==> config.mk <==
export PLATFORM = sky130hd
export DESIGN_NAME = lru_key_value_cache
export DESIGN_NICKNAME = d
export VERILOG_FILES = /design/src/rtl/core/lkv_pkg.sv /design/src/rtl/core/lkv_cell.sv /design/src/rtl/core/lkv_ctrl.sv /design/src/rtl/core/lru_key_value_cache.sv
export SDC_FILE = /design/constraint.sdc
export NUM_CORES = 1
export LEC_CHECK = 0
export BUFFER_PORTS_ARGS = -buffer_cell sky130_fd_sc_hd__buf_4
export CORE_MARGIN = 5
export CORE_UTILIZATION = 60
export DETAILED_ROUTE_END_ITERATION = 8
export GPL_TIMING_DRIVEN = 1
export PLACE_DENSITY = 0.78
export SYNTH_ARGS = -nofsm -noshare
export SYNTH_HDL_FRONTEND = slang
export SYNTH_SLANG_ARGS = --single-unit
export TNS_END_PERCENT = 30
==> constraint.sdc <==
create_clock -name clk -period 8.4 [get_ports clk]
set_clock_uncertainty 0.05 [all_clocks]
set_input_delay 0.42 -clock clk [delete_from_list [all_inputs] [get_ports clk]]
set_output_delay 0.42 -clock clk [all_outputs]
set_load 0.05 [all_outputs]
==> src/rtl/core/lkv_pkg.sv <==
// ----------------------------------------------------------------------------
// lkv_pkg: shared types and constants for the LRU key-value cache
// Holds entry and control words, operation codes and controller states.
// ----------------------------------------------------------------------------
package lkv_pkg;

  localparam int LKV_DATA_W      = 32;
  localparam int LKV_CAP_W       = 5;
  localparam int LKV_MAX_ENTRIES = 16;
  localparam logic [LKV_CAP_W-1:0] LKV_CAP_RESET = 5'd16;

  typedef enum logic {
    OP_GET = 1'b0,
    OP_PUT = 1'b1
  } lkv_op_t;

  typedef enum logic [1:0] {
    ST_IDLE = 2'd0,
    ST_LOOK = 2'd1,
    ST_UPD  = 2'd2
  } lkv_state_t;

  // One cache entry as it moves down the recency chain
  typedef struct packed {
    logic                         valid;
    logic signed [LKV_DATA_W-1:0] key;
    logic signed [LKV_DATA_W-1:0] value;
  } lkv_entry_t;

  // Controls broadcast from the controller to every cell
  typedef struct packed {
    logic                         cmp_en;
    logic                         upd_en;
    logic                         hit;
    logic                         ins;
    logic                         evict;
    logic signed [LKV_DATA_W-1:0] key;
  } lkv_ctrl_t;

endpackage

==> src/rtl/core/lkv_cell.sv <==
// ----------------------------------------------------------------------------
// lkv_cell: one slot of the recency-ordered entry chain
// Compares its key with the request, and on update loads the entry of its
// more recent neighbor, so the chain stays sorted most recent first.
// ----------------------------------------------------------------------------
module lkv_cell
  import lkv_pkg::*;
(
  input  logic       clk,
  input  logic       rst_n,
  input  lkv_ctrl_t  ctrl,
  input  lkv_entry_t prev_ent,
  input  logic       next_valid,
  input  logic       sh_in,
  output logic       sh_out,
  output lkv_entry_t ent,
  output logic       match,
  output logic       last
);

  logic                         valid_r, valid_nxt;
  logic signed [LKV_DATA_W-1:0] key_r, key_nxt;
  logic signed [LKV_DATA_W-1:0] value_r, value_nxt;
  logic                         match_r, match_nxt;
  logic                         load;

  // a hit here or in any older cell moves this cell down by one
  assign sh_out = match_r | sh_in;

  // take the neighbor's word on a hit shift or on an insert
  assign load = ctrl.upd_en &
                ((ctrl.hit & sh_out) | (ctrl.ins & (~ctrl.evict | valid_r)));

  always_comb begin
    match_nxt = ctrl.cmp_en ? (valid_r && (key_r == ctrl.key)) : match_r;
    valid_nxt = load ? prev_ent.valid : valid_r;
    key_nxt   = load ? prev_ent.key   : key_r;
    value_nxt = load ? prev_ent.value : value_r;
  end

  // control state
  always_ff @(posedge clk) begin
    if (!rst_n) begin
      valid_r <= 1'b0;
      match_r <= 1'b0;
    end else begin
      valid_r <= valid_nxt;
      match_r <= match_nxt;
    end
  end

  // payload
  always_ff @(posedge clk) begin
    key_r   <= key_nxt;
    value_r <= value_nxt;
  end

  assign ent   = '{valid: valid_r, key: key_r, value: value_r};
  assign match = match_r;
  assign last  = valid_r & ~next_valid;

endmodule

==> src/rtl/core/lkv_ctrl.sv <==
// ----------------------------------------------------------------------------
// lkv_ctrl: request register, sequencer and fill count of the cache
// Latches a request, runs the lookup and update phases and keeps the
// number of entries in use.
// ----------------------------------------------------------------------------
module lkv_ctrl
  import lkv_pkg::*;
#(
  parameter int MAX_ENTRIES = LKV_MAX_ENTRIES
) (
  input  logic                                   clk,
  input  logic                                   rst_n,
  input  logic                                   start,
  output logic                                   busy,
  input  logic                                   in_operation,
  input  logic signed [LKV_DATA_W-1:0]           in_key,
  input  logic signed [LKV_DATA_W-1:0]           in_value,
  input  logic [LKV_CAP_W-1:0]                   capacity,
  input  logic                                   any_hit,
  output lkv_ctrl_t                              ctrl,
  output lkv_op_t                                op,
  output logic signed [LKV_DATA_W-1:0]           req_value
);

  localparam int CNT_W = $clog2(MAX_ENTRIES + 1);
  localparam int EW    = (CNT_W > LKV_CAP_W) ? CNT_W : LKV_CAP_W;

  lkv_state_t                   state_r, state_nxt;
  lkv_op_t                      op_r, op_nxt;
  logic signed [LKV_DATA_W-1:0] key_r, key_nxt;
  logic signed [LKV_DATA_W-1:0] val_r, val_nxt;
  logic [CNT_W-1:0]             count_r, count_nxt;
  logic [EW-1:0]                cap_eff;
  logic [EW-1:0]                cap_ext;
  logic                         accept;
  logic                         full;
  logic                         upd, ins;

  assign accept = start & ~busy;

  // next state
  always_comb begin
    state_nxt = state_r;
    unique case (state_r)
      ST_IDLE: if (accept) state_nxt = ST_LOOK;
      ST_LOOK: state_nxt = ST_UPD;
      ST_UPD:  state_nxt = accept ? ST_LOOK : ST_IDLE;
      default: state_nxt = ST_IDLE;
    endcase
  end

  // outputs of the sequencer
  always_comb begin
    busy = 1'b0;
    upd  = 1'b0;
    unique case (state_r)
      ST_IDLE: ;
      ST_LOOK: busy = 1'b1;
      ST_UPD:  upd  = 1'b1;
      default: ;
    endcase
  end

  // clamp capacity into 1 .. MAX_ENTRIES
  always_comb begin
    cap_ext = EW'(capacity);
    if (cap_ext == '0)                   cap_eff = EW'(1);
    else if (cap_ext > EW'(MAX_ENTRIES)) cap_eff = EW'(MAX_ENTRIES);
    else                                 cap_eff = cap_ext;
  end

  assign full = EW'(count_r) >= cap_eff;
  assign ins  = (op_r == OP_PUT) & ~any_hit;

  always_comb begin
    ctrl.cmp_en = (state_r == ST_LOOK);
    ctrl.upd_en = upd;
    ctrl.hit    = any_hit;
    ctrl.ins    = ins;
    ctrl.evict  = ins & full;
    ctrl.key    = key_r;
  end

  // capture request and track fill count
  always_comb begin
    op_nxt    = op_r;
    key_nxt   = key_r;
    val_nxt   = val_r;
    count_nxt = count_r;
    if (accept) begin
      op_nxt  = lkv_op_t'(in_operation);
      key_nxt = in_key;
      val_nxt = in_value;
    end
    if (upd && ins && !full) begin
      count_nxt = count_r + CNT_W'(1);
    end
  end

  always_ff @(posedge clk) begin
    if (!rst_n) begin
      state_r <= ST_IDLE;
      count_r <= '0;
    end else begin
      state_r <= state_nxt;
      count_r <= count_nxt;
    end
  end

  always_ff @(posedge clk) begin
    op_r  <= op_nxt;
    key_r <= key_nxt;
    val_r <= val_nxt;
  end

  assign op        = op_r;
  assign req_value = val_r;

endmodule

==> src/rtl/core/lru_key_value_cache.sv <==
// ----------------------------------------------------------------------------
// lru_key_value_cache: fully associative key-value store, LRU replacement
// Entries sit in a chain of cells ordered most recent first.
// ----------------------------------------------------------------------------
// Usage:
//   Command: drive in_operation (0 get, 1 put), in_key, in_value and raise
//   start; the command is taken at a rising edge with start high and busy low.
//   Result: one word per command, shown for one cycle with out_valid high:
//   out_hit, out_read_value (get hit only), out_evicted, out_evicted_key.
//   Steps: the compare state compares the key with every cell at once and
//   registers the match bits; the update state then shifts the chain (the
//   hit or new entry goes to the head) and registers the result word. A new
//   command can be accepted during the update state.
//   busy is high only in the compare cycle.
//   Capacity: cfg_wr_en/cfg_wr_data write the capacity register (1..MAX_ENTRIES kept,
//   0 acts as 1, above MAX_ENTRIES acts as MAX_ENTRIES); write while idle.
//   Reset: synchronous, clears all valid bits, the fill count and sets
//   capacity to 16; no clearing pass is needed.
//   The receiver cannot hold results off; every result word is shown once.
// ----------------------------------------------------------------------------
module lru_key_value_cache
  import lkv_pkg::*;
#(
  parameter int MAX_ENTRIES = LKV_MAX_ENTRIES
) (
  input  logic                         clk,
  input  logic                         rst_n,
  input  logic                         start,
  output logic                         busy,
  input  logic                         in_operation,
  input  logic signed [LKV_DATA_W-1:0] in_key,
  input  logic signed [LKV_DATA_W-1:0] in_value,
  input  logic                         cfg_wr_en,
  input  logic [LKV_CAP_W-1:0]         cfg_wr_data,
  output logic                         out_valid,
  output logic                         out_hit,
  output logic signed [LKV_DATA_W-1:0] out_read_value,
  output logic                         out_evicted,
  output logic signed [LKV_DATA_W-1:0] out_evicted_key
);

  lkv_ctrl_t                    ctrl;
  lkv_op_t                      op;
  logic signed [LKV_DATA_W-1:0] req_value;
  logic [LKV_CAP_W-1:0]         cap_r, cap_nxt;

  lkv_entry_t                   ent   [MAX_ENTRIES];
  lkv_entry_t                   prev  [MAX_ENTRIES];
  logic                         nvld  [MAX_ENTRIES];
  logic [MAX_ENTRIES:0]         sh;
  logic [MAX_ENTRIES-1:0]       match;
  logic [MAX_ENTRIES-1:0]       last;

  logic                         any_hit;
  logic signed [LKV_DATA_W-1:0] hit_value;
  logic signed [LKV_DATA_W-1:0] tail_key;
  lkv_entry_t                   head;

  logic                         out_valid_r, out_valid_nxt;
  logic                         out_hit_r, out_hit_nxt;
  logic signed [LKV_DATA_W-1:0] out_rd_r, out_rd_nxt;
  logic                         out_ev_r, out_ev_nxt;
  logic signed [LKV_DATA_W-1:0] out_evk_r, out_evk_nxt;

  // capacity register
  assign cap_nxt = cfg_wr_en ? cfg_wr_data : cap_r;

  always_ff @(posedge clk) begin
    if (!rst_n) begin
      cap_r <= LKV_CAP_RESET;
    end else begin
      cap_r <= cap_nxt;
    end
  end

  lkv_ctrl #(
    .MAX_ENTRIES (MAX_ENTRIES)
  ) u_ctrl (
    .clk          (clk),
    .rst_n        (rst_n),
    .start        (start),
    .busy         (busy),
    .in_operation (in_operation),
    .in_key       (in_key),
    .in_value     (in_value),
    .capacity     (cap_r),
    .any_hit      (any_hit),
    .ctrl         (ctrl),
    .op           (op),
    .req_value    (req_value)
  );

  // gather hit value and tail key over the cells
  always_comb begin
    any_hit   = |match;
    hit_value = '0;
    tail_key  = '0;
    for (int i = 0; i < MAX_ENTRIES; i++) begin
      hit_value = hit_value | (ent[i].value & {LKV_DATA_W{match[i]}});
      tail_key  = tail_key  | (ent[i].key   & {LKV_DATA_W{last[i]}});
    end
  end

  // head word: the touched or new entry enters at the most recent end
  always_comb begin
    head.valid = 1'b1;
    head.key   = ctrl.key;
    head.value = (op == OP_PUT) ? req_value : hit_value;
  end

  assign sh[MAX_ENTRIES] = 1'b0;

  for (genvar g = 0; g < MAX_ENTRIES; g++) begin : g_cell
    if (g == 0) begin : g_head
      assign prev[g] = head;
    end else begin : g_body
      assign prev[g] = ent[g-1];
    end
    if (g == MAX_ENTRIES - 1) begin : g_tail
      assign nvld[g] = 1'b0;
    end else begin : g_mid
      assign nvld[g] = ent[g+1].valid;
    end

    lkv_cell u_cell (
      .clk        (clk),
      .rst_n      (rst_n),
      .ctrl       (ctrl),
      .prev_ent   (prev[g]),
      .next_valid (nvld[g]),
      .sh_in      (sh[g+1]),
      .sh_out     (sh[g]),
      .ent        (ent[g]),
      .match      (match[g]),
      .last       (last[g])
    );
  end

  // result word, registered at the end of the update cycle
  always_comb begin
    out_valid_nxt = ctrl.upd_en;
    out_hit_nxt   = any_hit;
    out_rd_nxt    = (op == OP_GET && any_hit) ? hit_value : '0;
    out_ev_nxt    = ctrl.evict;
    out_evk_nxt   = ctrl.evict ? tail_key : '0;
  end

  always_ff @(posedge clk) begin
    if (!rst_n) begin
      out_valid_r <= 1'b0;
    end else begin
      out_valid_r <= out_valid_nxt;
    end
  end

  always_ff @(posedge clk) begin
    out_hit_r <= out_hit_nxt;
    out_rd_r  <= out_rd_nxt;
    out_ev_r  <= out_ev_nxt;
    out_evk_r <= out_evk_nxt;
  end

  assign out_valid       = out_valid_r;
  assign out_hit         = out_hit_r;
  assign out_read_value  = out_rd_r;
  assign out_evicted     = out_ev_r;
  assign out_evicted_key = out_evk_r;

endmodule

# Yosys cells after proc, flatten, opt, wreduce, memory -nomap -nowiden
# Cells that the tools add are included.
[classes]
n_eq_ne = 19
reduce_logical = 23
bitwise_logic = 194
order_cmp = 2
addsub = 1
n_mux = 8
[ops]
columns = ["op", "count"]
rows = [
  ["bitwise AND 32 bit", 32],
  ["bitwise OR 32 bit", 30],
  ["equality test 32 bit", 16],
  ["bitwise AND 1 bit", 66],
  ["bitwise OR 1 bit", 47],
  ["2-to-1 mux 32 bit", 1],
  ["logical AND 1 bit", 19],
  ["inverter 1 bit", 19],
  ["OR reduction 16 bit", 1],
  ["2-to-1 mux 5 bit", 2],
  ["one-hot mux 2 bit (3 select lines)", 1],
  ["adder 5 x 1 -> 5 bit, second input constant", 1],
  ["greater-or-equal comparator 5 bit", 1],
  ["> comparator 5 bit, second input constant", 1],
  ["zero test 5 bit", 1],
  ["2-to-1 mux 1 bit", 3],
  ["equality test 2 x 1 -> 1 bit, second input constant", 1],
  ["equality test 2 bit, second input constant", 1],
  ["zero test 2 bit", 1],
  ["2-to-1 mux 2 bit", 1],
  ["inequality test 2 x 1 -> 1 bit, second input constant", 1],
  ["zero test 1 bit", 1],
]
[word_totals]
out_inout_bits = 68
reg_bits = 1200
elab_cells = 322
inputBits = 74

# Logic depth before layout (Yosys ltp)
[logic_depth]
depth_word = 18
ltp_mapped = 11
ltp_nobuf = 10

# Modules after synthesis
# From an unflattened synthesis, not the netlist that was laid out.
[hier_totals]
hier_cells = 3012
area_unflattened_um2 = 48997.0
[modules_own_cells]
columns = ["module", "seq_area_each_um2", "area_each_um2", "n_inst", "cells_each"]
rows = [
  ["lkv_cell", 1961.9, 2386.0, 16, 121],
  ["lru_key_value_cache", 1441.4, 8343.0, 1, 949],
  ["lkv_ctrl", 2092.0, 2477.4, 1, 127],
]

# Worst setup path after synthesis
# OpenSTA, ideal clock, no wires.
[synth_path]
path_kind = "register -> register"
startpoint = "register g_cell[13].u_cell.match_r"
endpoint = "register g_cell[6].u_cell.key_r[0] (enable)"
t_required_ns = 7.776
period_less_slack_ns = 6.281
n_path_buf = 1
stages_incl_launch_ff = 6
path_slack_ns = 2.119
setup_ns = 0.574
t_arrival_ns = 5.656
path_cell_list = "dfxtp_1 clkbuf_1 nor4_1 nand2_1 nor3_1 o21ai_0"
[synth_via]
elab_chain_cells = 11
word_cells_on_any_way = 18
classes_between = "17 x bitwise; 1 x reduce/logical"
[synth_rtl]
columns = ["item", "line_no", "rtl"]
rows = [
  ["start, declared", "lkv_cell.sv:24", "logic match_r, match_nxt;"],
  ["start signal, assigned", "lkv_cell.sv:48", "match_r <= match_nxt;"],
  ["bitwise OR 1 bit (8 in a row)", "lkv_cell.sv:28", "assign sh_out = match_r | sh_in;"],
  ["bitwise AND 1 bit", "lkv_cell.sv:32", "((ctrl.hit & sh_out) | (ctrl.ins & (~ctrl.evict | valid_r)));"],
  ["bitwise OR 1 bit *", "lkv_cell.sv:32", ""],
  ["bitwise AND 1 bit *", "lkv_cell.sv:31", "assign load = ctrl.upd_en &"],
  ["net g_cell[6].u_cell.load", "lkv_cell.sv:25", "logic load;"],
  ["end signal, assigned", "lkv_cell.sv:54", "key_r <= key_nxt;"],
  ["end, declared", "lkv_cell.sv:22", "logic signed [LKV_DATA_W-1:0] key_r, key_nxt;"],
]
# The timed path passes the listed nets; every way through them passes the cells marked *.
# A chain may end at the register's enable or synchronous reset.

# Worst setup path after layout
[layout_path]
startpoint = "register g_cell[14].u_cell.match_r"
endpoint = "register g_cell[13].u_cell.key_r[8] (enable)"
[layout_via]
elab_chain_cells = 9
word_cells_on_any_way = 12
classes_between = "11 x bitwise; 1 x reduce/logical"
[layout_rtl]
columns = ["item", "line_no", "rtl"]
rows = [
  ["start, declared", "lkv_cell.sv:24", ""],
  ["start signal, assigned", "lkv_cell.sv:48", ""],
  ["OR reduction 16 bit", "lru_key_value_cache.sv:95", "any_hit = |match;"],
  ["inverter 1 bit", "lkv_ctrl.sv:73", "assign ins = (op_r == OP_PUT) & ~any_hit;"],
  ["bitwise AND 1 bit", "lkv_ctrl.sv:73", ""],
  ["bitwise AND 1 bit", "lkv_ctrl.sv:80", "ctrl.evict = ins & full;"],
  ["inverter 1 bit", "lkv_cell.sv:32", ""],
  ["bitwise OR 1 bit", "lkv_cell.sv:32", ""],
  ["bitwise AND 1 bit", "lkv_cell.sv:32", ""],
  ["bitwise OR 1 bit *", "lkv_cell.sv:32", ""],
  ["bitwise AND 1 bit *", "lkv_cell.sv:31", ""],
  ["net g_cell[13].u_cell.load", "lkv_cell.sv:25", ""],
  ["end signal, assigned", "lkv_cell.sv:54", ""],
  ["end, declared", "lkv_cell.sv:22", ""],
]
# Marked as above.

==> results.cfg <==
[sta]
tightest_slew_ps = 1230
finalCritPeriodShare_pct = 62.5
rsz0062_at_grt = false
final.min_clock_period_ps = 5250
finalSetupTns_ps = 0
finalMaxSlewViolations = 0
fin_ws_ps = 3150
hold_viol_final = 0
slew_headroom_pct = 17.8
fmaxAchievable_mhz = 191
setup_viol = 0

[grt]
grt_pass1_wl_um = 243000
grt-ovfl-total = 0
grt_pass1_vias = 31900
grt_max_degree = 57
antenna_found_initial = 8
grt_usage_pct = 39.8

[yosys]
ys_seq_area_share_pct = 72.3
netlist.area_leader.share_pct = 67.7
synth-edff-count = 1089
synth-seq-cells = 1200
syn_nets = 3178
synth_area_leaders = edfxtp_1, xnor2_1, dfxtp_1
synth_common_cells = edfxtp_1, xnor2_1, xor2_1
synthMostInstantiatedCell = edfxtp_1
synth_top_area_cell = edfxtp_1
synth_cells = 3098
avgSynthCellArea_sq_um = 15.6
synth-main-ff-cell = edfxtp_1
synth.distinct_cells = 46
yosys_warnings = 0
async_reset_ff_share_pct = 0
syn_area_sq_um = 48300

[clock_network]
clockBufferDepth = 3
cts_tree = yes
clock_latency_ps = 700
numCtsBuffers = 115
cts_root_buf = clkbuf_16
post_cts_buffers = 0
path_clk_slew_ps = 60
htreeDepth = 3
clock-sinks = 1200

[worst_setup_path]
crit_slowest_cell = nor4_4
cpMostUsedCell = buf_4
critPathMaxStageDelay_ps = 1020
crit_fanout = 46
setup.worst_path.end_class = flip-flop
required_ps = 8650
crit_type = reg -> reg
path_cells = buf_4, nor4_1, nand2_1, nor4_4, o21ai_0, o21ai_4, buf_4
crit_arrival_ps = 5500
cp-start-kind = flip-flop

[power]
p_leak_nw = 18.0
powerDensity_nw_per_um2 = 227
ir_worst_vdd_uv = 201
total_power_mw = 12.6

[floorplan]
die_x_um = 294
row_count = 104
ios = 142
core_area_sq_um = 80200
start_util_pct = 60.3
fp.dieH_um = 294
dieArea_sq_um = 86300

[place]
finalWeightedCongestion = 1.08
io_buffer_count = 141
hpwl_um = 109000
pre_cts_ws_ps = 3320
placed_area_sq_um = 50700

[final_layout]
drive_gt1_share_pct = 13.4
layout-area-overhead-vs-synth_pct = 14.7
final_core_util_pct = 69.1
stdcell_area_sq_um = 55400
nNetsFinal = 3389

[detailed_routing]
post-route-drc-count = 0
dr.pass1.iters = 6
antenna_left = 0
via_per_inst = 7.25
post_drt_wl_per_cell_um = 39.1
vias = 32500
routed_wl_um = 175000
dr.first_iter.drc_count = 5393

[hold_path]
hold_path_class = in -> reg

[flow_run]
maxCapViolations = 0

[run_status]
status = complete, no violations
through the flow:
step	hold WS [ps]	instances
floorplan	367	3098
global placement	378	4174
detailed placement	383	4174
CTS	12.1	4472
global route	50.2	4472
finish	54.9	4477
final timing paths:
| kind | start | endpoint | slack [ps] | depth (start not counted) |
|---|---|---|---|---|
| hold / removal | cfg_wr_en | cap_r[3] | 50 | 3 |
| hold reg to reg | g_cell[11].u_cell.value_r[25] | g_cell[12].u_cell.value_r[25] | 400 | 0 |
| setup / recovery | g_cell[14].u_cell.match | g_cell[13].u_cell.key_r[8] | 3150 | 7 |
| setup reg to reg | g_cell[14].u_cell.match | g_cell[13].u_cell.key_r[8] | 3150 | 7 |
state kept, by name, indices dropped and copies added, names as in the netlist, 2 cells and up:
register and count:
g_cell.u_cell.match 16, g_cell.u_cell.valid_r 16, out_read_value 32, u_ctrl.count_r 5, out_evicted_key 32, u_ctrl.key_r 32, cap_r 5, g_cell.u_cell.key_r 512
u_ctrl.req_value 32, u_ctrl.state_r 2, g_cell.u_cell.value_r 512
layer usage:
layer	up-vias	wire length, um	GRT usage, %
li1	12600	-	-
met4	4	15900	27.2
met1	16000	58100	51.2
met3	701	23900	10.8
met2	3190	77000	59.8
met5	-	25	0
critical path, delay by kind of cell, from the launching register on:
family / cells / cell delay [ps]
DFF: 1 / 310
and+or+nand+nor: 3 / 2360
AOI/OAI and AO/OA: 2 / 790
buffers and inverters: 2 / 1280
power breakdown:
part / total, mW / internal, mW / switching, mW / leakage (nW)
combinational: 0.548 / 0.182 / 0.365 / 5.37
clock: 5.35 / 3.05 / 2.30 / 1.89
sequential: 6.66 / 6.55 / 0.109 / 10.8
total: 12.6 / 9.79 / 2.77 / 18.0
timing repair:
| action | CTS | global route |
|---|---|---|
| endpoints found under the hold margin | 76 | 0 |
| hold buffers | 78 | 0 |
| resized for setup | 0 | 0 |
| endpoints found under the setup margin | 0 | 0 |
placed cells by master, fill, tap and decap left out, types with 78 or more instances in the layout:
cell,count
clkbuf_16,116
xnor2_1,289
a22o_1,157
xor2_1,227
dfxtp_1,95
buf_4,219
a221oi_1,157
nand4_1,98
edfxtp_1,1089
nor2_1,96
dlygate4sd3_1,78
a22oi_1,198
kinds of logic (layout without fill, tap and decap cells):
group,Yosys count,after routing,synth area share [%]
flip-flops,1200,1200,72.3
AO/OA/AOI/OAI,643,643,10.4
XOR/XNOR,516,516,9.35
AND/OR/NAND/NOR,454,454,5.10
buffers and inverters,243,557,1.98
multiplexers,36,36,0.746
adder cells (fa/ha/maj),6,6,0.155
other,0,5,0
layout make-up:
| cell class | instances | area, sq um |
|---|---|---|
| Inverter | 40 | 150 |
| Sequential cell | 1200 | 34900 |
| Clock inverter | 64 | 717 |
| Timing Repair Buffer | 297 | 2420 |
| Tap cell | 1060 | 1330 |
| Fill cell | 5358 | 24700 |
| Antenna cell | 5 | 12.5 |
| Clock buffer | 156 | 3160 |
| Multi-Input combinational cell | 1655 | 12700 |
No activity file was read; power rests on OpenSTA's default activity.
